==> config.mk <==
export PLATFORM = sky130hd
export DESIGN_NAME = iuc_ram
export DESIGN_NICKNAME = d
export VERILOG_FILES = /design/src/hdl/iuc_ram.sv
export SDC_FILE = /design/constraint.sdc
export NUM_CORES = 1
export LEC_CHECK = 0
export ABC_AREA = 1
export ABC_CLOCK_PERIOD_IN_PS = 3600
export BUFFER_PORTS_ARGS = -buffer_cell sky130_fd_sc_hd__buf_2
export CORE_MARGIN = 1.5
export CORE_UTILIZATION = 40
export DETAILED_ROUTE_END_ITERATION = 8
export SETUP_SLACK_MARGIN = 0.1
export SLEW_MARGIN = 10
export SYNTH_ARGS = -nofsm -noshare
export SYNTH_HDL_FRONTEND = slang
export SYNTH_SLANG_ARGS = --single-unit
==> constraint.sdc <==
create_clock -name clk_i -period 3.6 [get_ports clk_i]
set_input_delay 0.36 -clock clk_i [delete_from_list [all_inputs] [get_ports clk_i]]
set_output_delay 0.36 -clock clk_i [all_outputs]
set_load 0.005 [all_outputs]
==> src/hdl/iuc_ram.sv <==
// ----------------------------------------------------------------------------
// iuc_ram: generic single-write, single-read RAM
// Registered read port.
// ----------------------------------------------------------------------------
module iuc_ram #(
  parameter int unsigned Width = 8,
  parameter int unsigned Depth = 32
) (
  input  logic                     clk_i,
  input  logic                     we_i,
  input  logic [$clog2(Depth)-1:0] waddr_i,
  input  logic [Width-1:0]         wdata_i,
  input  logic [$clog2(Depth)-1:0] raddr_i,
  output logic [Width-1:0]         rdata_o
);

  logic [Width-1:0] mem_q [Depth];

  always_ff @(posedge clk_i) begin
    if (we_i) begin
      mem_q[waddr_i] <= wdata_i;
    end
    rdata_o <= mem_q[raddr_i];
  end

endmodule

Word level (Yosys, flattened, before mapping). Memories as Yosys holds them, arrays and structs flattened. A register that Yosys moved wholly into a read port is not among the register bits. Index checks and enable logic that the tools add are counted.

Register bits after elaboration: 0. Latch bits: 0. Memory bits (writable): 256. Memory bits (read-only): 0. Logic and storage cells: 3. Memories: 1.

Add/sub/neg operators: 0. Multipliers: 0. Div/mod/pow operators: 0. Magnitude comparators: 0. Equal/unequal tests: 0. Shift operators: 0. Multiplexer cells: 2. Bitwise operators: 0. Reductions and logical operators: 0.

Memory list: mem_q (words 32, bits a word 8, rd ports 1, clocked after memory_dff 1, wr ports 1, line 17) `logic [Width-1:0] mem_q [Depth];`.

Operators with widths (number): $mux 1 (2).

Longest topological paths before layout. Gate-level depths: netlist of the first run.

Word-level depth: 2. Mapped depth: 11. Mapped depth without buffers: 9.

Worst setup path before layout of the first run. OpenSTA, ideal clock, no wires.

Kind: input -> register. Start: input waddr_i[0]. End: memory mem_q[0][0] (enable). Setup time: 0.370 ns. Data arrival time: 1.024 ns. Data required time: 3.230 ns. Path slack: 2.206 ns. Cell stages on the path: 3. Path through: inv_1 nand3_1 nor2_1.

RTL lines: start, declared (line 11) `input logic [$clog2(Depth)-1:0] waddr_i,`; end, declared (line 17).

Straight into the memory's write port.

==> results of run 1 <==
path summary, 6_finish.rpt:
path,from,endpoint,cells after the start
worst max-delay path,raddr_i[0],rdata_o[3]$_DFF_P_,11
worst max register to register,mem_q[22][3]$_DFFE_PP_,rdata_o[3]$_DFF_P_,8
worst min register to register,mem_q[7][2]$_DFFE_PP_,rdata_o[2]$_DFF_P_,8
worst min-delay path,raddr_i[4],rdata_o[7]$_DFF_P_,3
Yosys cell counts:
cell | number | share of area (%)
dfxtp_1 | 8 | 1.5
buf_2 | 15 | 0.70
buf_6 | 24 | 2.5
buf_4 | 4 | 0.28
clkbuf_1 | 7 | 0.24
buf_1 | 2 | 0.070
nand3_1 | 204 | 9.5
nand2_1 | 360 | 13
inv_2 | 2 | 0.070
nor2_1 | 32 | 1.1
edfxtp_1 | 256 | 71
inv_1 | 8 | 0.28
layout by cell type, fill, tap and decap left out:
cell type    n
buf_12       1
buf_4       10
buf_2       26
clkbuf_16   29
clkbuf_1     9
inv_2        1
dfxtp_1      8
bufinv_16    2
nand3_1    204
clkinv_1     5
inv_1        8
clkinv_2     8
nand2_1    360
edfxtp_1   256
nor2_1      32
flip-flops by register name (all words and copies together) (netlist names):
name and flops:
rdata_o 8, mem_q 256
metal layers:
| metal | GRT usage [%] | part of all wire [%] |
|---|---|---|
| met2 | 29.7 | 46 |
| met4 | 6.07 | 2.7 |
| met5 | 0 | 0 |
| met1 | 25.4 | 45 |
| met3 | 3.10 | 6.1 |
stage by stage:
step | std cells | hold slack (ns) | setup WS, ns | instance area, sq um | total power, uW
finish | 1294 | 0.192 | 1.97 | 11900 | 6570
global route | 1294 | 0.203 | 1.84 | 11900 | 6760
CTS | 1294 | 0.169 | 2.02 | 11900 | 6610
detailed placement | 1242 | 0.730 | 1.47 | 11000 | 3890
global placement | 1242 | 0.737 | 1.49 | 11000 | 3880
floorplan | 922 | 0.459 | 2.21 | 10800 | 3740
worst max-delay path, delay by kind of cell:
| kind | cells | cell delay (ns) |
|---|---|---|
| buffers and inverters | 3 | 0.85 |
| AND/OR/NAND/NOR | 8 | 0.84 |
cell families (layout without fill, tap and decap cells):
group	Yosys count	after routing	share of synthesized area, %
simple gates	596	596	23.1
flops	264	264	72.8
buf+inv	62	99	4.14
power by group:
part           leakage (uW)  internal (uW)  total, uW  switching, uW
Combinational       0.00156           99.4        389            290
Clock              0.000431           1610       2750           1140
Sequential          0.00237           3420       3430           14.5
final cells by class:
cell class,instances,area share [%]
inverters,10,0.326
well taps,335,3.52
clock inverters,14,0.957
clock buffers,38,6.38
multi-input cells,596,21.0
repair buffers,37,1.89
flip-flops and latches,264,66.0
==> impl_metrics.tcl, run 1 <==
set metrics [dict create \
    tns_ns 0 \
    drtPass1Iterations 5 \
    grt_antenna_before_repair 0 \
    drv_cap 0 \
    worstPathArrival_ns 2.10 \
    clkTransAtPathRegs_ns 0.06 \
    tightest_slew_ns 0.898 \
    grt_util_all_layers_pct 18.4 \
    gp_congestion 0.827 \
    dieWidth_um 167 \
    layout-drive-gt1-share_pct 8.03 \
    ant_nets 0 \
    vias 6742 \
    nFillCells 2425 \
    crit_path_frequent_cell "nand2_1" \
    cts_buffers 29 \
    num_antenna_cells 0 \
    p_leak_uw 0.00436 \
    core_area_sq_um 26300 \
    drt_iter0_drc 585 \
    drv_slew 0 \
    hold_path.class "input port to flip-flop" \
    fin_nets 958 \
    end_kind "flip-flop" \
    finalClockSkew_ns 0.0188 \
    wl_um 25100 \
    hold_violations 0 \
    cts_resized 0 \
    via_per_inst 5.21 \
    ir_drop_mv 0.389 \
    dpl.hpwl_um 14600 \
    worstPathCellList "buf_4, clkinv_2, buf_4, nand2_1, nand3_1, nand3_1, nand2_1, nand2_1, nand2_1, nand2_1, nand2_1" \
    ys_ff_latch 264 \
    synth.distinct_cells 12 \
    grt_max_degree 100 \
    slew_headroom_pct 39.9 \
    yosysSeqAreaShare_pct 72.8 \
    startpoint_type "input port" \
    postCtsSetupBuffers 0 \
    clock_path_buffers 3 \
    grt_overflow 0 \
    slowest_delay_ns 0.55 \
    setup_viol_count_final 0 \
    rrSetupSlack_ns 2.33 \
    cts_tree "yes" \
    clkSinkCount 264 \
    utilization_pct 45.3 \
    seq_area_sq_um 7850 \
    die_h_um 167 \
    cts_root_buf "clkbuf_16" \
    initial_utilization_pct 41.0 \
    min_period_ns 1.63 \
    rsz0062_at_grt "false" \
    grt_pass1_vias 6720 \
    grt_pass1_wl_um 39100 \
    drt_drc_violations_left 0 \
    insertion_delay_ns 0.55 \
    syn_inst 922 \
    io_pins 28 \
    yosys_warnings 0 \
    area_delta_synth_final_pct 10.3 \
    worstPathRequired_ns 4.07 \
    status "finished clean" \
    crit_type "input port to flip-flop" \
    max_freq_mhz 614 \
    pwr_density_cell_nw_per_um2 552 \
    cts_hold_buf 0 \
    syn_area_per_cell_sq_um 11.7 \
    port_buffers 27 \
    rows 59 \
    multi_input_comb_area_sq_um 2490 \
    htreeDepth 1 \
    crit_slowest_cell "buf_4" \
    die_area_sq_um 28000 \
    syn_area_sq_um 10800 \
    syn-num-nets 942 \
    crit_fanout 64 \
    wl_per_cell_um 19.4 \
    post-route-period-util_pct 45.2 \
]
Power figures use the tool's default switching activity.
==> run 2: changes to the inputs <==
--- a/config.mk
+++ b/config.mk
@@ -6,7 +6,7 @@
 export NUM_CORES = 1
 export LEC_CHECK = 0
 export ABC_AREA = 1
-export ABC_CLOCK_PERIOD_IN_PS = 3600
+export ABC_CLOCK_PERIOD_IN_PS = 1500
 export BUFFER_PORTS_ARGS = -buffer_cell sky130_fd_sc_hd__buf_2
 export CORE_MARGIN = 1.5
 export CORE_UTILIZATION = 40
==> constraint.sdc (replaced) <==
create_clock -name clk_i -period 1.5 [get_ports clk_i]
set_input_delay 0.15 -clock clk_i [delete_from_list [all_inputs] [get_ports clk_i]]
set_output_delay 0.15 -clock clk_i [all_outputs]
set_load 0.005 [all_outputs]
==> impl_metrics.tcl, run 2 (synthesis gave the netlist of run 1 again) <==
set metrics [dict create \
    status "finished clean" \
    rows 59 \
    path_buf_inv 1 \
    fin_nets 1005 \
    dpl.hpwl_um 15700 \
    port_buffers 27 \
    worstPathCellList "buf_2" \
    layout-drive-gt1-share_pct 12.8 \
    grtUsageMet2_pct 31.0 \
    gp_congestion 0.859 \
    pwr_density_cell_nw_per_um2 1280 \
    slowest_delay_ns 0.48 \
    drt_iter0_drc 688 \
    grt_max_degree 50 \
    htreeDepth 1 \
    grt_pass1_vias 6754 \
    utilization_pct 47.3 \
    cts_tree "yes" \
    largest_reg_flops 256 \
    crit_family "flip-flops" \
    crit_fanout 1 \
    setup_viol_count_final 0 \
    post-route-period-util_pct 89.4 \
    cts_buffers 27 \
    drv_slew 0 \
    dieWidth_um 167 \
    layout_commonest_cell "nand2_1" \
    hold_path.class "input port to flip-flop" \
    fin_hold_ws_ns 0.0508 \
    p_leak_uw 0.00468 \
    tightest_slew_ns 0.621 \
    core_area_sq_um 26300 \
    met3_usage_pct 3.36 \
    end_kind "output pin" \
    finalClockSkew_ns 0.0101 \
    die_area_sq_um 28000 \
    crit_type "flip-flop to output pin" \
    via_per_inst 5.18 \
    worstPathArrival_ns 1.19 \
    wl_um 26200 \
    clock_path_buffers 3 \
    num_antenna_cells 0 \
    drtPass1Iterations 5 \
    slew_headroom_pct 58.6 \
    wl_per_cell_um 19.6 \
    drt_drc_violations_left 0 \
    max_freq_mhz 746 \
    grt_pass1_wl_um 40400 \
    initial_utilization_pct 41.0 \
    min_period_ns 1.34 \
    clkTransAtPathRegs_ns 0.06 \
    vias 6937 \
    rsz0062_at_grt "false" \
    grt_antenna_before_repair 0 \
    clkSinkCount 264 \
    drv_cap 0 \
    area_delta_synth_final_pct 15.4 \
    io_pins 28 \
    hold_violations 0 \
    final_cell_mix "nand2_1 (360), edfxtp_1 (256), nand3_1 (204)" \
    ir_drop_mv 0.964 \
    insertion_delay_ns 0.53 \
    grt_overflow 0 \
    ant_nets 0 \
    cts_root_buf "clkbuf_16" \
    postCtsSetupBuffers 0 \
    nFillCells 2369 \
    grt_util_all_layers_pct 19.0 \
    startpoint_type "flip-flop" \
    die_h_um 167 \
    worstPathRequired_ns 1.35 \
    top_usage_layer "met2" \
    cts_resized 0 \
    crit_slowest_cell "dfxtp_1" \
    met1_usage_pct 26.8 \
    regMostFlops "mem_q" \
    cts_hold_buf 1 \
    reg.largest.list "mem_q: 256 flops, rdata_o: 8 flops" \
]
==> run 2: changes by cell type in the layout (fill, tap and decap cells not counted) <==
cell,previous run,this run
clkinvlp_4,0,1
buf_4,10,44
clkinv_1,5,3
buf_12,1,15
bufinv_16,2,4
clkbuf_16,29,27
clkinv_2,8,9
clkbuf_1,9,3
clkinv_4,0,1
dlygate4sd3_1,0,1
==> run 2: worst paths after layout <==
path / startpoint / end / slack, ns / cells after the start
min reg2reg: mem_q[18][4]$_DFFE_PP_ / rdata_o[4]$_DFF_P_ / 0.76 / 8
max reg2reg: mem_q[29][2]$_DFFE_PP_ / rdata_o[2]$_DFF_P_ / 0.35 / 8
max: rdata_o[6]$_DFF_P_ / rdata_o[6] / 0.16 / 1
min: wdata_i[3] / mem_q[10][3]$_DFFE_PP_ / 0.05 / 2
==> run 2: where the power goes <==
group	total (uW)	switching, uW	leakage [uW]	internal, uW
registers	8250	57.2	0.00237	8200
clock network	6690	2730	0.000433	3960
logic	1040	717	0.00188	327
total	16000	3500	0.00468	12500
==> run 2: final cells by class <==
cell class	count	area, sq um	share of cell area, %
clock buffers	30	687	5.52
clock inverters	17	188	1.51
inverters	10	38.8	0.312
multi-input cells	596	2490	20.0
flip-flops and latches	264	7850	63.1
well taps	335	419	3.37
repair buffers	86	771	6.19
==> run 2: routing by layer <==
metal / routed length, um / vias to the layer above
li1: - / 3325
met1: 11900 / 3373
met2: 12200 / 207
met3: 1610 / 32
met4: 518 / 0
met5: 0 / -
==> run 2: per-stage QoR <==
step	setup TNS [ns]	instances	area (sq um)	setup slack, ns	total power, uW
detailed placement	-0.115	1290	11600	-0.0531	9450
floorplan	0	922	10800	0.316	8970
global placement	-0.124	1290	11600	-0.0643	9440
global route	0	1338	12400	0.157	16500
CTS	0	1338	12400	0.195	16100
finish	0	1338	12400	0.159	16000
