--- src/hdl/iuc_pkg.sv ---
// ----------------------------------------------------------------------------
// iuc_pkg: shared types and constants
// Widths, capacity and the queue word passed from the loader to the sweeper.
// ----------------------------------------------------------------------------
package iuc_pkg;

  localparam int unsigned MaxIntervals = 32;
  localparam int unsigned ValW  = 31;
  localparam int unsigned IdxW  = $clog2(MaxIntervals);
  localparam int unsigned CntW  = $clog2(MaxIntervals + 1);

  // one loaded set handed to the back part
  typedef struct packed {
    logic [CntW-1:0] count;
    logic            overflow;
  } set_desc_t;

endpackage

--- src/hdl/iuc_front.sv ---
// ----------------------------------------------------------------------------
// iuc_front: interval loader
// Store each word, count it or flag the overflow, and hand the set on at last.
// ----------------------------------------------------------------------------
module iuc_front (
  input  logic                          clk_i,
  input  logic                          rst_ni,
  input  logic                          valid_i,
  output logic                          stall_o,
  input  logic [iuc_pkg::ValW-1:0]      interval_start_i,
  input  logic [iuc_pkg::ValW-1:0]      interval_end_i,
  input  logic                          is_last_i,
  output logic                          we_o,
  output logic [iuc_pkg::IdxW-1:0]      waddr_o,
  output logic [2*iuc_pkg::ValW-1:0]    wdata_o,
  output logic                          set_valid_o,
  output iuc_pkg::set_desc_t            set_o,
  input  logic                          set_full_i
);

  logic [iuc_pkg::CntW-1:0] count_q, count_d;
  logic                     ovf_q, ovf_d;
  logic                     accept, room;

  // the back part reads the shared store, so hold off while a set is pending
  assign stall_o = set_full_i;
  assign accept  = valid_i && !stall_o;
  assign room    = count_q < iuc_pkg::CntW'(iuc_pkg::MaxIntervals);

  assign we_o    = accept && room;
  assign waddr_o = count_q[iuc_pkg::IdxW-1:0];
  assign wdata_o = {interval_start_i, interval_end_i};

  always_comb begin
    count_d = count_q;
    ovf_d   = ovf_q;
    set_valid_o    = 1'b0;
    set_o.count    = count_q + iuc_pkg::CntW'(room);
    set_o.overflow = ovf_q || !room;
    if (accept) begin
      if (room) begin
        count_d = count_q + 1'b1;
      end else begin
        ovf_d = 1'b1;
      end
      if (is_last_i) begin
        set_valid_o = 1'b1;
        count_d     = '0;
        ovf_d       = 1'b0;
      end
    end
  end

  always_ff @(posedge clk_i or negedge rst_ni) begin
    if (!rst_ni) begin
      count_q <= '0;
      ovf_q   <= 1'b0;
    end else begin
      count_q <= count_d;
      ovf_q   <= ovf_d;
    end
  end

  a_count_bound: assert property (@(posedge clk_i) disable iff (!rst_ni)
    count_q <= iuc_pkg::CntW'(iuc_pkg::MaxIntervals))
    else $error("loader count beyond capacity");
  a_no_write_when_full: assert property (@(posedge clk_i) disable iff (!rst_ni)
    set_full_i |-> !we_o)
    else $error("store written while set pending");
  a_clear_after_last: assert property (@(posedge clk_i) disable iff (!rst_ni)
    set_valid_o |=> (count_q == '0 && !ovf_q))
    else $error("loader not cleared after last");

endmodule

--- config.mk ---
export PLATFORM = sky130hd
export DESIGN_NAME = iuc_front
export DESIGN_NICKNAME = d
export VERILOG_FILES = /design/src/hdl/iuc_pkg.sv /design/src/hdl/iuc_front.sv
export SDC_FILE = /design/constraint.sdc
export NUM_CORES = 1
export LEC_CHECK = 0
export ABC_CLOCK_PERIOD_IN_PS = 1560
export BUFFER_PORTS_ARGS = -buffer_cell sky130_fd_sc_hd__buf_2
export CORE_MARGIN = 1.5
export CORE_UTILIZATION = 30
export CTS_CLUSTER_SIZE = 10
export DETAILED_ROUTE_END_ITERATION = 16
export PLACE_DENSITY = 0.81
export RECOVER_POWER = 100
export SYNTH_ARGS = -nofsm -noshare
export SYNTH_HDL_FRONTEND = slang
export SYNTH_SLANG_ARGS = --single-unit
--- constraint.sdc ---
create_clock -name clk_i -period 1.56 [get_ports clk_i]
set_input_delay 0.312 -clock clk_i [delete_from_list [all_inputs] [get_ports clk_i]]
set_output_delay 0.312 -clock clk_i [all_outputs]
set_load 0.01 [all_outputs]
* After elaboration in Yosys (flattened, before gate mapping)
Index checks and enable logic that the tools add are counted.
** Word-level totals
- Bits in registers :: 7
- Bits of input ports :: 67
- Output and inout port bits :: 77
- Word-level logic and storage cells :: 20
** Cells by class
- Add/subtract/negate cells :: 2
- Order comparisons :: 1
- Eq/ne operators :: 1
- Mux-type cells :: 6
- Reductions and logical operators :: 8
** Operators with widths (number)
- two-way mux 6 bit :: 2
- adder 6 x 1 -> 6 bit :: 1
- adder 6 x 1 -> 6 bit (second input constant) :: 1
- less-than comparator 6 bit (second input constant) :: 1
- two-way mux 1 bit :: 4
- AND reduction 2 bit :: 2
- logical AND 1 bit :: 2
- zero test 1 bit :: 2
- != test 2 bit (second input constant) :: 1
- nonzero test 2 bit :: 1
- logical OR 1 bit :: 1

* Logic depth before layout (Yosys ltp)
Gate-level depths: netlist (run 1).
- Word-level depth :: 3
- Mapped depth :: 5
- Depth with buffers taken out :: 5

* Worst setup path after synthesis (run 1)
No wires, ideal clock.
- Path type :: flip-flop to output port
- Start point :: register count_q[5] (netlist bit)
- End point :: output port set_o[5] (netlist bit)
- Data arrival time :: 1.143 ns
- Data required time :: 1.248 ns
- Path slack :: 0.105 ns
- Cell stages (with the launch flop) :: 6
- Path buffers :: 0
- Path through :: dfrtp_1 -> inv_2 -> ha_1 -> ha_1 -> nand2_1 -> xnor2_1
** RTL lines
- start, declared :: RTL line iuc_front.sv:21 : logic [iuc_pkg::CntW-1:0] count_q, count_d;
- start signal, assigned :: RTL line iuc_front.sv:59 : count_q <= count_d;
- end, declared :: RTL line iuc_front.sv:17 : output iuc_pkg::set_desc_t set_o,

==> parameters.txt, run 1 <==
Parameter                              Value

Flow run
  Total of max-cap violations ... 0

Global route
  All-Layer GR Usage ... 9.38%
  Global route total overflow ... 0
  Number of antenna violations at the first check in global routing ... 0
  Maximum number of pins on one net before global-route repair ... 9
  First-pass GRT wire length ... 2.37 mm
  Number of global-route vias before repair ... 542

Timing
  Max Freq ... 622 MHz
  Minimum period implied by the final worst setup slack ... 1.61 ns
  Worst-Margin Slew ... 0.382 ns
  Clock Skew ... 0.00314 ns
  Setup repair after global routing missed its margin ... true
  Rel. slew slack ... 74.6%
  Final-report setup violation count ... 4
  Final hold vios ... 0
  Max-slew violations ... 0
  Final worst setup slack ... -0.0481 ns
  Part of the cycle the worst path needs ... 103%

Power and ir drop
  P per Cell Area ... 1320 mW/mm²
  Total power consumption of the routed design ... 0.000938 W
  Peak supply drop ... 201 µV
  Static leakage power ... 0.331 nW

Clock tree
  Clock sink count ... 7
  Total CTS buffers ... 3
  Buffer levels on the longest clock path ... 2
  CTS HTree Levels ... 1
  Buffer cell driving the clock tree root ... sky130_fd_sc_hd__clkbuf_4
  TritonCTS clock tree ... yes
  Clock latency at the later pin of the worst-skew pair ... 0.25 ns
  Clock transition at the registers of the reported paths ... 0.05 ns

Final layout
  Fraction of layout cells with a size suffix above 1 ... 36.4%
  Number of fill cells ... 337
  Layout net count ... 148
  Cell area after layout ... 709 µm²
  Footprint of the multi-input gates ... 278 µm²
  Diodes inserted ... 0
  Fin util ... 23.2%
  Area overhead of the layout relative to synthesis ... -26.9%
  Non-filler instance count after layout ... 121
  Storage element area ... 175 µm²

Synthesis
  Post-Synthesis Cell Area ... 971 µm²
  Synth cell types ... 25
  Avg Cell Area, Syn ... 8.52 µm²
  Register area share after synthesis ... 18.0%
  Flip-flop and latch count after synthesis ... 7
  Synth Instances ... 114
  Number of warnings issued by yosys ... 0
  Number of nets produced by synthesis ... 184

Route
  1st-iter DRT viols ... 20
  Avg WL per Cell ... 12.6 µm
  # DRC ... 0
  Vias per std cell ... 4.26
  Total detailed-routing wirelength ... 1.53 mm
  Remaining number of nets flagged by the antenna check after routing ... 0
  Iteration count of the initial detailed-routing pass ... 4
  Vias after detailed routing ... 516

Status
  Result of the run ... finished, violations left
  Violations in the final reports ... setup timing

Placed design
  DP Cell Count ... 113
  I/O Buffers ... 19
  Routability cong. ... 0.732
  Setup Slack @ Placement ... 0.104 ns
  Post-DP Area ... 637 µm²
  Total half-perimeter wirelength after legalization and detailed placement ... 1.15 mm

Critical path
  Kind of critical path ... register to primary output
  Worst path slowest cell ... sky130_fd_sc_hd__dfrtp_1
  Worst-path fanout max ... 3
  Cell repeated most along the worst path ... sky130_fd_sc_hd__ha_4
  Setup crit start kind ... register
  Endpoint kind of the worst setup timing path ... primary output
  Required time of the worst setup path ... 1.25 ns
  Highest cell delay on the worst timing path ... 0.38 ns
  Count of buffering cells on the critical path with inverters included ... 2
  Top Family by Delay on Critical Path ... flip-flops
  Worst-path cell chain ... inv_2, ha_4, ha_4, nand2_2, xnor2_1, buf_2
  Worst EP arrival ... 1.30 ns

Hold path
  Class of the worst hold path ... input pin to register

Floorplan
  Die Wd ... 59.9 µm
  Starting density of the core ... 31.8%
  Count of pins on the block boundary ... 144
  Overall die area ... 0.00359 mm²
  Core area ... 0.00305 mm²
  Cell row count ... 20
  Height of the chip ... 59.9 µm
[worst paths after layout]
| path | startpoint | end | slack, ns | depth (start not counted) |
|---|---|---|---|---|
| max in group asynchronous | rst_ni | count_q[4]$_DFFE_PN0P_ | 0.80 | 2 |
| min reg2reg | ovf_q$_DFFE_PN0P_ | ovf_q$_DFFE_PN0P_ | 0.51 | 2 |
| max | count_q[5]$_DFFE_PN0P_ | set_o[5] | -0.05 | 6 |
| min | is_last_i | count_q[1]$_DFFE_PN0P_ | 0.25 | 2 |
| max reg2reg | count_q[1]$_DFFE_PN0P_ | count_q[4]$_DFFE_PN0P_ | 0.13 | 4 |
| min in group asynchronous | rst_ni | ovf_q$_DFFE_PN0P_ | 0.49 | 2 |
[metal layers]
layer	up-vias	GRT usage [%]	routed length [µm]
li1	225	-	-
met1	235	7.06	509
met2	34	14.0	686
met3	22	5.84	229
met4	0	12.7	105
met5	-	0	0
[Yosys cell counts]
library cell               count  area (µm²)
sky130_fd_sc_hd__a211oi_1      1        7.51
sky130_fd_sc_hd__a211oi_2      1        12.5
sky130_fd_sc_hd__a21oi_1       2        10.0
sky130_fd_sc_hd__a31o_1        2        17.5
sky130_fd_sc_hd__a31oi_1       1        6.26
sky130_fd_sc_hd__and2_1        2        12.5
sky130_fd_sc_hd__and3_1        1        6.26
sky130_fd_sc_hd__and3b_1       1        8.76
sky130_fd_sc_hd__and4bb_4      1        16.3
sky130_fd_sc_hd__buf_4        68         510
sky130_fd_sc_hd__buf_6         1        11.3
sky130_fd_sc_hd__dfrtp_1       7         175
sky130_fd_sc_hd__ha_1          3        37.5
sky130_fd_sc_hd__inv_1         3        11.3
sky130_fd_sc_hd__inv_2         1        3.75
sky130_fd_sc_hd__nand2_1       1        3.75
sky130_fd_sc_hd__nand3_1       1        5.00
sky130_fd_sc_hd__nand4_1       2        12.5
sky130_fd_sc_hd__nor2_1        5        18.8
sky130_fd_sc_hd__nor2b_1       1        6.26
sky130_fd_sc_hd__nor3b_2       1        12.5
sky130_fd_sc_hd__o22ai_1       1        6.26
sky130_fd_sc_hd__or2_1         1        6.26
sky130_fd_sc_hd__xnor2_1       5        43.8
sky130_fd_sc_hd__xor2_1        1        8.76
[repair_timing]
item / in CTS / in global routing
buffers inserted: 2 / 1
setup endpoints to repair: 6 / 5
gates resized for setup: 6 / 1
hold endpoints to repair: 7 / 0
hold buffers: 1 / 0
pin swaps: 1 / 1
[worst reg2reg max path, stage by stage (launching register included)]
cell and delay [ns]:
sky130_fd_sc_hd__dfrtp_1 0.52, sky130_fd_sc_hd__ha_1 0.21, sky130_fd_sc_hd__and4bb_1 0.30, sky130_fd_sc_hd__a211oi_2 0.09
sky130_fd_sc_hd__a31o_1 0.19
[sequential cells by signal (all words and copies together), names as in the netlist]
register and cells:
count_q 6, ovf_q 1
[through the flow]
stage	setup TNS, ns	hold slack [ns]
3_5_place_dp	0	0.156
6_report	-0.149	0.250
5_1_grt	-0.602	0.250
2_1_floorplan	0	0.0164
4_1_cts	-0.137	0.235
3_3_place_gp	0	0.155
[logic make-up after synthesis]
family	after synthesis	share of synthesized area (%)
adders and majority gates	3	3.87
buffers and inverters	73	55.3
xor gates and xnor gates	6	5.41
DFF	7	18.0
and+or+nand+nor	17	11.2
AOI/OAI and AO/OA	8	6.19
[area by class of cell]
class,count,share of cell area (%)
multi-input cells,34,39.2
well taps,44,7.76
flip-flops and latches,7,24.7
inverters,4,2.12
clock buffers,4,3.70
repair buffers,28,22.6
[power by group]
part	internal, W	total [W]	switching (W)
clock network	0.0000977	0.000166	0.0000679
registers	0.000223	0.000277	0.0000539
logic	0.000261	0.000496	0.000235
total	0.000582	0.000938	0.000356
[placed cells by master, fill, tap and decap left out]
cell,n
sky130_fd_sc_hd__and3b_1,1
sky130_fd_sc_hd__and4bb_1,1
sky130_fd_sc_hd__ha_1,1
sky130_fd_sc_hd__nand4_1,2
sky130_fd_sc_hd__nand3_1,1
sky130_fd_sc_hd__ha_4,2
sky130_fd_sc_hd__buf_6,1
sky130_fd_sc_hd__buf_4,7
sky130_fd_sc_hd__clkbuf_4,3
sky130_fd_sc_hd__nor3b_1,1
sky130_fd_sc_hd__a31o_1,2
sky130_fd_sc_hd__dlygate4sd3_1,1
sky130_fd_sc_hd__xor2_1,1
sky130_fd_sc_hd__and2_1,2
sky130_fd_sc_hd__or2_1,1
sky130_fd_sc_hd__o22ai_1,1
sky130_fd_sc_hd__nor2b_1,1
sky130_fd_sc_hd__inv_1,3
sky130_fd_sc_hd__inv_2,1
sky130_fd_sc_hd__and3_1,1
sky130_fd_sc_hd__buf_2,12
sky130_fd_sc_hd__nor2_1,5
sky130_fd_sc_hd__a31oi_1,1
sky130_fd_sc_hd__dfrtp_1,7
sky130_fd_sc_hd__xnor2_1,5
sky130_fd_sc_hd__a211oi_2,1
sky130_fd_sc_hd__nand2_2,1
sky130_fd_sc_hd__a211oi_1,1
sky130_fd_sc_hd__a21oi_1,2
sky130_fd_sc_hd__clkbuf_1,8
Note: power is estimated with default switching activity, not from simulation.
==> run 2: changes to the inputs <==
Settings changed: RECOVER_POWER 100 to 50.
==> parameters.txt, run 2 (same netlist as run 1, synthesis figures left out) <==
Parameter                              Value

Final layout
  Commonest cells after routing, fill and taps aside ... 17 x sky130_fd_sc_hd__buf_2, 8 x sky130_fd_sc_hd__buf_4, 7 x sky130_fd_sc_hd__dfrtp_1
  Cell area after layout ... 734 µm²
  Most frequent standard cell in the layout excluding fill and tap cells ... sky130_fd_sc_hd__buf_2
  Area overhead of the layout relative to synthesis ... -24.4%
  Largest registers in the final layout ... count_q (6), ovf_q (1)
  Top reg by flops ... count_q
  Fraction of layout cells with a size suffix above 1 ... 46.8%
  Diodes inserted ... 0
  Fin util ... 24.1%
  Number of fill cells ... 331
  Layout net count ... 148
  Largest register FFs ... 6

Route
  Iteration count of the initial detailed-routing pass ... 2
  Vias per std cell ... 4.31
  Remaining number of nets flagged by the antenna check after routing ... 0
  # DRC ... 0
  Total detailed-routing wirelength ... 1.54 mm
  1st-iter DRT viols ... 23
  Vias after detailed routing ... 521
  Avg WL per Cell ... 12.7 µm

Global route
  Number of global-route vias before repair ... 542
  All-Layer GR Usage ... 9.38%
  Global route total overflow ... 0
  First-pass GRT wire length ... 2.37 mm
  Maximum number of pins on one net before global-route repair ... 9
  Number of antenna violations at the first check in global routing ... 0

Floorplan
  Starting density of the core ... 31.8%
  Core area ... 0.00305 mm²
  Count of pins on the block boundary ... 144
  Height of the chip ... 59.9 µm
  Cell row count ... 20
  Die Wd ... 59.9 µm
  Overall die area ... 0.00359 mm²

Timing
  Final worst setup slack ... -0.0483 ns
  Final-report setup violation count ... 4
  Final hold vios ... 0
  Fin Hold WS ... 0.252 ns
  Clock Skew ... 0.00224 ns
  Worst-Margin Slew ... 0.386 ns
  Max Freq ... 622 MHz
  Rel. slew slack ... 74.2%
  Max-slew violations ... 0
  Part of the cycle the worst path needs ... 103%
  Minimum period implied by the final worst setup slack ... 1.61 ns
  Setup repair after global routing missed its margin ... true

Critical path
  Worst reg2reg startpoint ... count_q[1]$_DFFE_PN0P_
  Kind of critical path ... register to primary output
  Required time of the worst setup path ... 1.25 ns
  Worst-path fanout max ... 3
  Register-to-Register Path Depth ... 4
  Worst EP arrival ... 1.30 ns
  Critical path origin ... count_q[5]$_DFFE_PN0P_
  Endpoint kind of the worst setup timing path ... primary output
  Setup crit start kind ... register

Hold path
  Class of the worst hold path ... input pin to register
  Hold_sp ... is_last_i
  Number of cells on the worst hold path ... 2

Clock tree
  Clock latency at the later pin of the worst-skew pair ... 0.25 ns
  Buffer levels on the longest clock path ... 2
  Clock sink count ... 7
  TritonCTS clock tree ... yes
  Clock transition at the registers of the reported paths ... 0.05 ns
  Total CTS buffers ... 3
  CTS HTree Levels ... 1
  Buffer cell driving the clock tree root ... sky130_fd_sc_hd__clkbuf_4

Power and ir drop
  Peak supply drop ... 200 µV
  Static leakage power ... 0.354 nW
  P per Cell Area ... 1290 mW/mm²

Flow run
  Total of max-cap violations ... 0

Placed design
  Total half-perimeter wirelength after legalization and detailed placement ... 1.15 mm
  Post-DP Area ... 637 µm²
  I/O Buffers ... 19
  Setup Slack @ Placement ... 0.104 ns
  Routability cong. ... 0.732

Status
  Result of the run ... finished, violations left
  Violations in the final reports ... setup timing
==> run 2: changes by cell type in the layout (fill, tap and decap cells not counted) <==
cell                       delta
sky130_fd_sc_hd__buf_2        +5
sky130_fd_sc_hd__and4bb_1     -1
sky130_fd_sc_hd__and4bb_4     +1
sky130_fd_sc_hd__nor3b_4      +1
sky130_fd_sc_hd__nor3b_1      -1
sky130_fd_sc_hd__buf_4        +1
sky130_fd_sc_hd__clkbuf_1     -6
==> run 2: metal layers <==
layer,wire length (µm),track usage (%)
met1,511,7.06
met2,699,14.0
met3,224,5.84
met4,105,12.7
met5,0,0
==> run 2: worst max-delay path: stages (launching register included) <==
cell and delay (ns):
sky130_fd_sc_hd__dfrtp_1 0.38, sky130_fd_sc_hd__inv_2 0.08, sky130_fd_sc_hd__ha_4 0.15, sky130_fd_sc_hd__ha_4 0.13, sky130_fd_sc_hd__nand2_2 0.05, sky130_fd_sc_hd__xnor2_1 0.11, sky130_fd_sc_hd__buf_2 0.14
==> run 2: where the power goes <==
group / internal [W] / leakage [nW] / total (W) / switching [W]
registers: 0.000223 / 0.0944 / 0.000277 / 0.0000538
logic: 0.000271 / 0.244 / 0.000506 / 0.000235
clock network: 0.0000976 / 0.0150 / 0.000165 / 0.0000669
==> run 2: cell type report <==
type / instances / area (µm²) / share of cell area, %
Inverter: 4 / 15.0 / 2.04
Timing Repair Buffer: 28 / 170 / 23.2
Multi-Input combinational cell: 34 / 293 / 39.9
Tap cell: 44 / 55.1 / 7.50
Sequential cell: 7 / 175 / 23.9
Clock buffer: 4 / 26.3 / 3.58
==> run 2: path summary, 6_finish.rpt <==
path,end,slack (ns)
max reg2reg,count_q[4]$_DFFE_PN0P_,0.16
min reg2reg,ovf_q$_DFFE_PN0P_,0.51
max in group asynchronous,count_q[4]$_DFFE_PN0P_,0.79
min in group asynchronous,ovf_q$_DFFE_PN0P_,0.49
max,set_o[5],-0.05
min,count_q[1]$_DFFE_PN0P_,0.25
==> run 2: repair_timing <==
item / CTS / global route
setup buffers: 2 / 1
resized for setup: 6 / 1
endpoints found under the setup margin: 6 / 5
endpoints found under the hold margin: 7 / 0
pin swaps: 1 / 1
hold buffers: 1 / 0
==> run 2: stage by stage <==
stage	setup TNS [ns]	cells	power (W)
2_1_floorplan	0	114	0.000717
3_5_place_dp	0	113	0.000675
3_3_place_gp	0	113	0.000665
5_1_grt	-0.542	121	0.00104
6_report	-0.157	121	0.000947
4_1_cts	-0.137	120	0.000905
==> run 3: changes to the inputs <==
Settings changed: ABC_CLOCK_PERIOD_IN_PS 1560 to 1500.
Clock period 1.56 ns to 1.5 ns, I/O delays scaled along.
==> parameters.txt, run 3 (same netlist as run 1, synthesis figures left out) <==
Parameter                              Value

Status
  Result of the run ... finished, violations left
  Violations in the final reports ... setup timing

Critical path
  Kind of critical path ... register to primary output
  Termination of the worst setup path ... set_o[5]
  Highest cell delay on the worst timing path ... 0.41 ns
  Setup crit start kind ... register
  Setup slack on the worst flop-to-flop path ... 0.01 ns
  Worst r2r dst ... count_q[4]$_DFFE_PN0P_
  Worst reg2reg startpoint ... count_q[0]$_DFFE_PN0P_
  Required time of the worst setup path ... 1.20 ns
  Number of stages on the worst setup path ... 5
  Count of buffering cells on the critical path with inverters included ... 1
  Register-to-Register Path Depth ... 6
  Worst path slowest cell ... sky130_fd_sc_hd__dfrtp_1
  Endpoint kind of the worst setup timing path ... primary output
  Top Family by Delay on Critical Path ... flip-flops
  Worst-path cell chain ... ha_4, ha_4, nand2_2, xnor2_1, buf_2
  Critical path origin ... count_q[0]$_DFFE_PN0P_
  Cell repeated most along the worst path ... sky130_fd_sc_hd__ha_4
  Worst EP arrival ... 1.29 ns
  Worst-path fanout max ... 3

Global route
  Global route total overflow ... 0
  Number of global-route vias before repair ... 491
  Maximum number of pins on one net before global-route repair ... 10
  First-pass GRT wire length ... 2.31 mm
  All-Layer GR Usage ... 8.99%
  Number of antenna violations at the first check in global routing ... 0

Power and ir drop
  Cell-internal power ... 0.000626 W
  P per Cell Area ... 1350 mW/mm²
  Peak supply drop ... 208 µV
  Proportion of power drawn by the clock network ... 16.7%
  Static leakage power ... 0.355 nW
  Net switching fraction of the power ... 36.8%
  Switching power ... 0.000364 W
  Part of the total power dissipated in combinational logic ... 54.4%
  Power share of the sequential group ... 28.9%
  Total power consumption of the routed design ... 0.000990 W

Hold path
  Number of cells on the worst hold path ... 2
  Class of the worst hold path ... input pin to register

Timing
  Max Freq ... 628 MHz
  Max-slew violations ... 0
  Worst-Margin Slew ... 0.388 ns
  Minimum period implied by the final worst setup slack ... 1.59 ns
  Setup repair after global routing missed its margin ... true
  Part of the cycle the worst path needs ... 106%
  Rel. slew slack ... 74.1%
  Fin Hold WS ... 0.256 ns
  Final hold vios ... 0
  Clock Skew ... 0.00576 ns
  Final worst setup slack ... -0.0913 ns
  Final-report setup violation count ... 4

Final layout
  Largest registers in the final layout ... count_q (6), ovf_q (1)
  Largest register FFs ... 6
  Fraction of layout cells with a size suffix above 1 ... 48.1%
  Fin util ... 24.1%
  Area overhead of the layout relative to synthesis ... -24.2%
  Cell area after layout ... 736 µm²
  Layout net count ... 148
  Top reg by flops ... count_q
  Commonest cells after routing, fill and taps aside ... 17 x sky130_fd_sc_hd__buf_2, 8 x sky130_fd_sc_hd__buf_4, 7 x sky130_fd_sc_hd__dfrtp_1
  Diodes inserted ... 0
  Most frequent standard cell in the layout excluding fill and tap cells ... sky130_fd_sc_hd__buf_2

Floorplan
  Die Wd ... 59.9 µm
  Height of the chip ... 59.9 µm
  Core area ... 0.00305 mm²
  Starting density of the core ... 31.8%
  Count of pins on the block boundary ... 144
  Overall die area ... 0.00359 mm²
  Cell row count ... 20

Route
  Avg WL per Cell ... 12.5 µm
  DRT met1 WL ... 512 µm
  Remaining number of nets flagged by the antenna check after routing ... 0
  Metal2 WL ... 683 µm
  Total detailed-routing wirelength ... 1.51 mm
  1st-iter DRT viols ... 33
  Vias after detailed routing ... 507
  Max layer used ... met4
  # DRC ... 0
  Detailed route wirelength on metal3 ... 226 µm
  Iteration count of the initial detailed-routing pass ... 3
  Vias per std cell ... 4.19

Placed design
  Post-DP Area ... 629 µm²
  I/O Buffers ... 19
  Routability cong. ... 0.830
  Total half-perimeter wirelength after legalization and detailed placement ... 1.14 mm
  Setup Slack @ Placement ... 0.0617 ns

Clock tree
  Clock sink count ... 7
  Buffer levels on the longest clock path ... 2
  CTS HTree Levels ... 1
  Buffer cell driving the clock tree root ... sky130_fd_sc_hd__clkbuf_4
  Clock latency at the later pin of the worst-skew pair ... 0.25 ns
  TritonCTS clock tree ... yes
  Clock transition at the registers of the reported paths ... 0.05 ns
  Total CTS buffers ... 3

Flow run
  Total of max-cap violations ... 0
run 3: cell types whose count changed in the layout (fill, tap and decap cells not counted):
cell                     previous run  this run
sky130_fd_sc_hd__and2_1             2         1
sky130_fd_sc_hd__and2_2             0         1
run 3: layout make-up:
class / instances / area [µm²]
Tap cell: 44 / 55.1
Fill cell: 339 / 2320
Inverter: 4 / 15.0
Sequential cell: 7 / 175
Timing Repair Buffer: 28 / 170
Clock buffer: 4 / 26.3
Multi-Input combinational cell: 34 / 294
run 3: layer usage:
metal / track usage [%] / vias up
met2: 13.0 / 34
li1: - / 223
met4: 8.89 / 0
met5: 0 / -
met1: 7.87 / 230
met3: 6.49 / 20
run 3: worst min path at each step:
| stage | slack (ns) | from | endpoint |
|---|---|---|---|
| final | 0.26 | is_last_i | count_q[1]$_DFFE_PN0P_ |
| after detailed placement | 0.15 | rst_ni | ovf_q$_DFFE_PN0P_ |
| after global placement | 0.15 | rst_ni | ovf_q$_DFFE_PN0P_ |
| after CTS | 0.25 | is_last_i | count_q[1]$_DFFE_PN0P_ |
| after floorplan | 0.004 | rst_ni | count_q[0]$_DFFE_PN0P_ |
| after global routing | 0.27 | is_last_i | count_q[1]$_DFFE_PN0P_ |
run 3: power by group through the flow:
stage	logic, W	registers, W	clock network [W]
after global routing	0.000600	0.000294	0.000186
after detailed placement	0.000427	0.000274	0
after floorplan	0.000454	0.000292	0
after CTS	0.000518	0.000285	0.000171
after global placement	0.000420	0.000272	0
final	0.000539	0.000286	0.000166
run 3: stage by stage:
stage | TNS (ns) | std cells
3_3_place_gp | 0 | 112
2_1_floorplan | 0 | 114
3_5_place_dp | 0 | 112
4_1_cts | -0.292 | 119
6_report | -0.242 | 121
5_1_grt | -0.638 | 121
run 3: timing repair:
| item | 4_1_cts | 5_1_grt |
|---|---|---|
| pin swaps | 1 | 2 |
| endpoints found under the hold margin | 7 | 0 |
| setup endpoints to repair | 6 | 6 |
| buffers inserted | 2 | 2 |
| hold buffers | 1 | 0 |
| resized for setup | 7 | 1 |
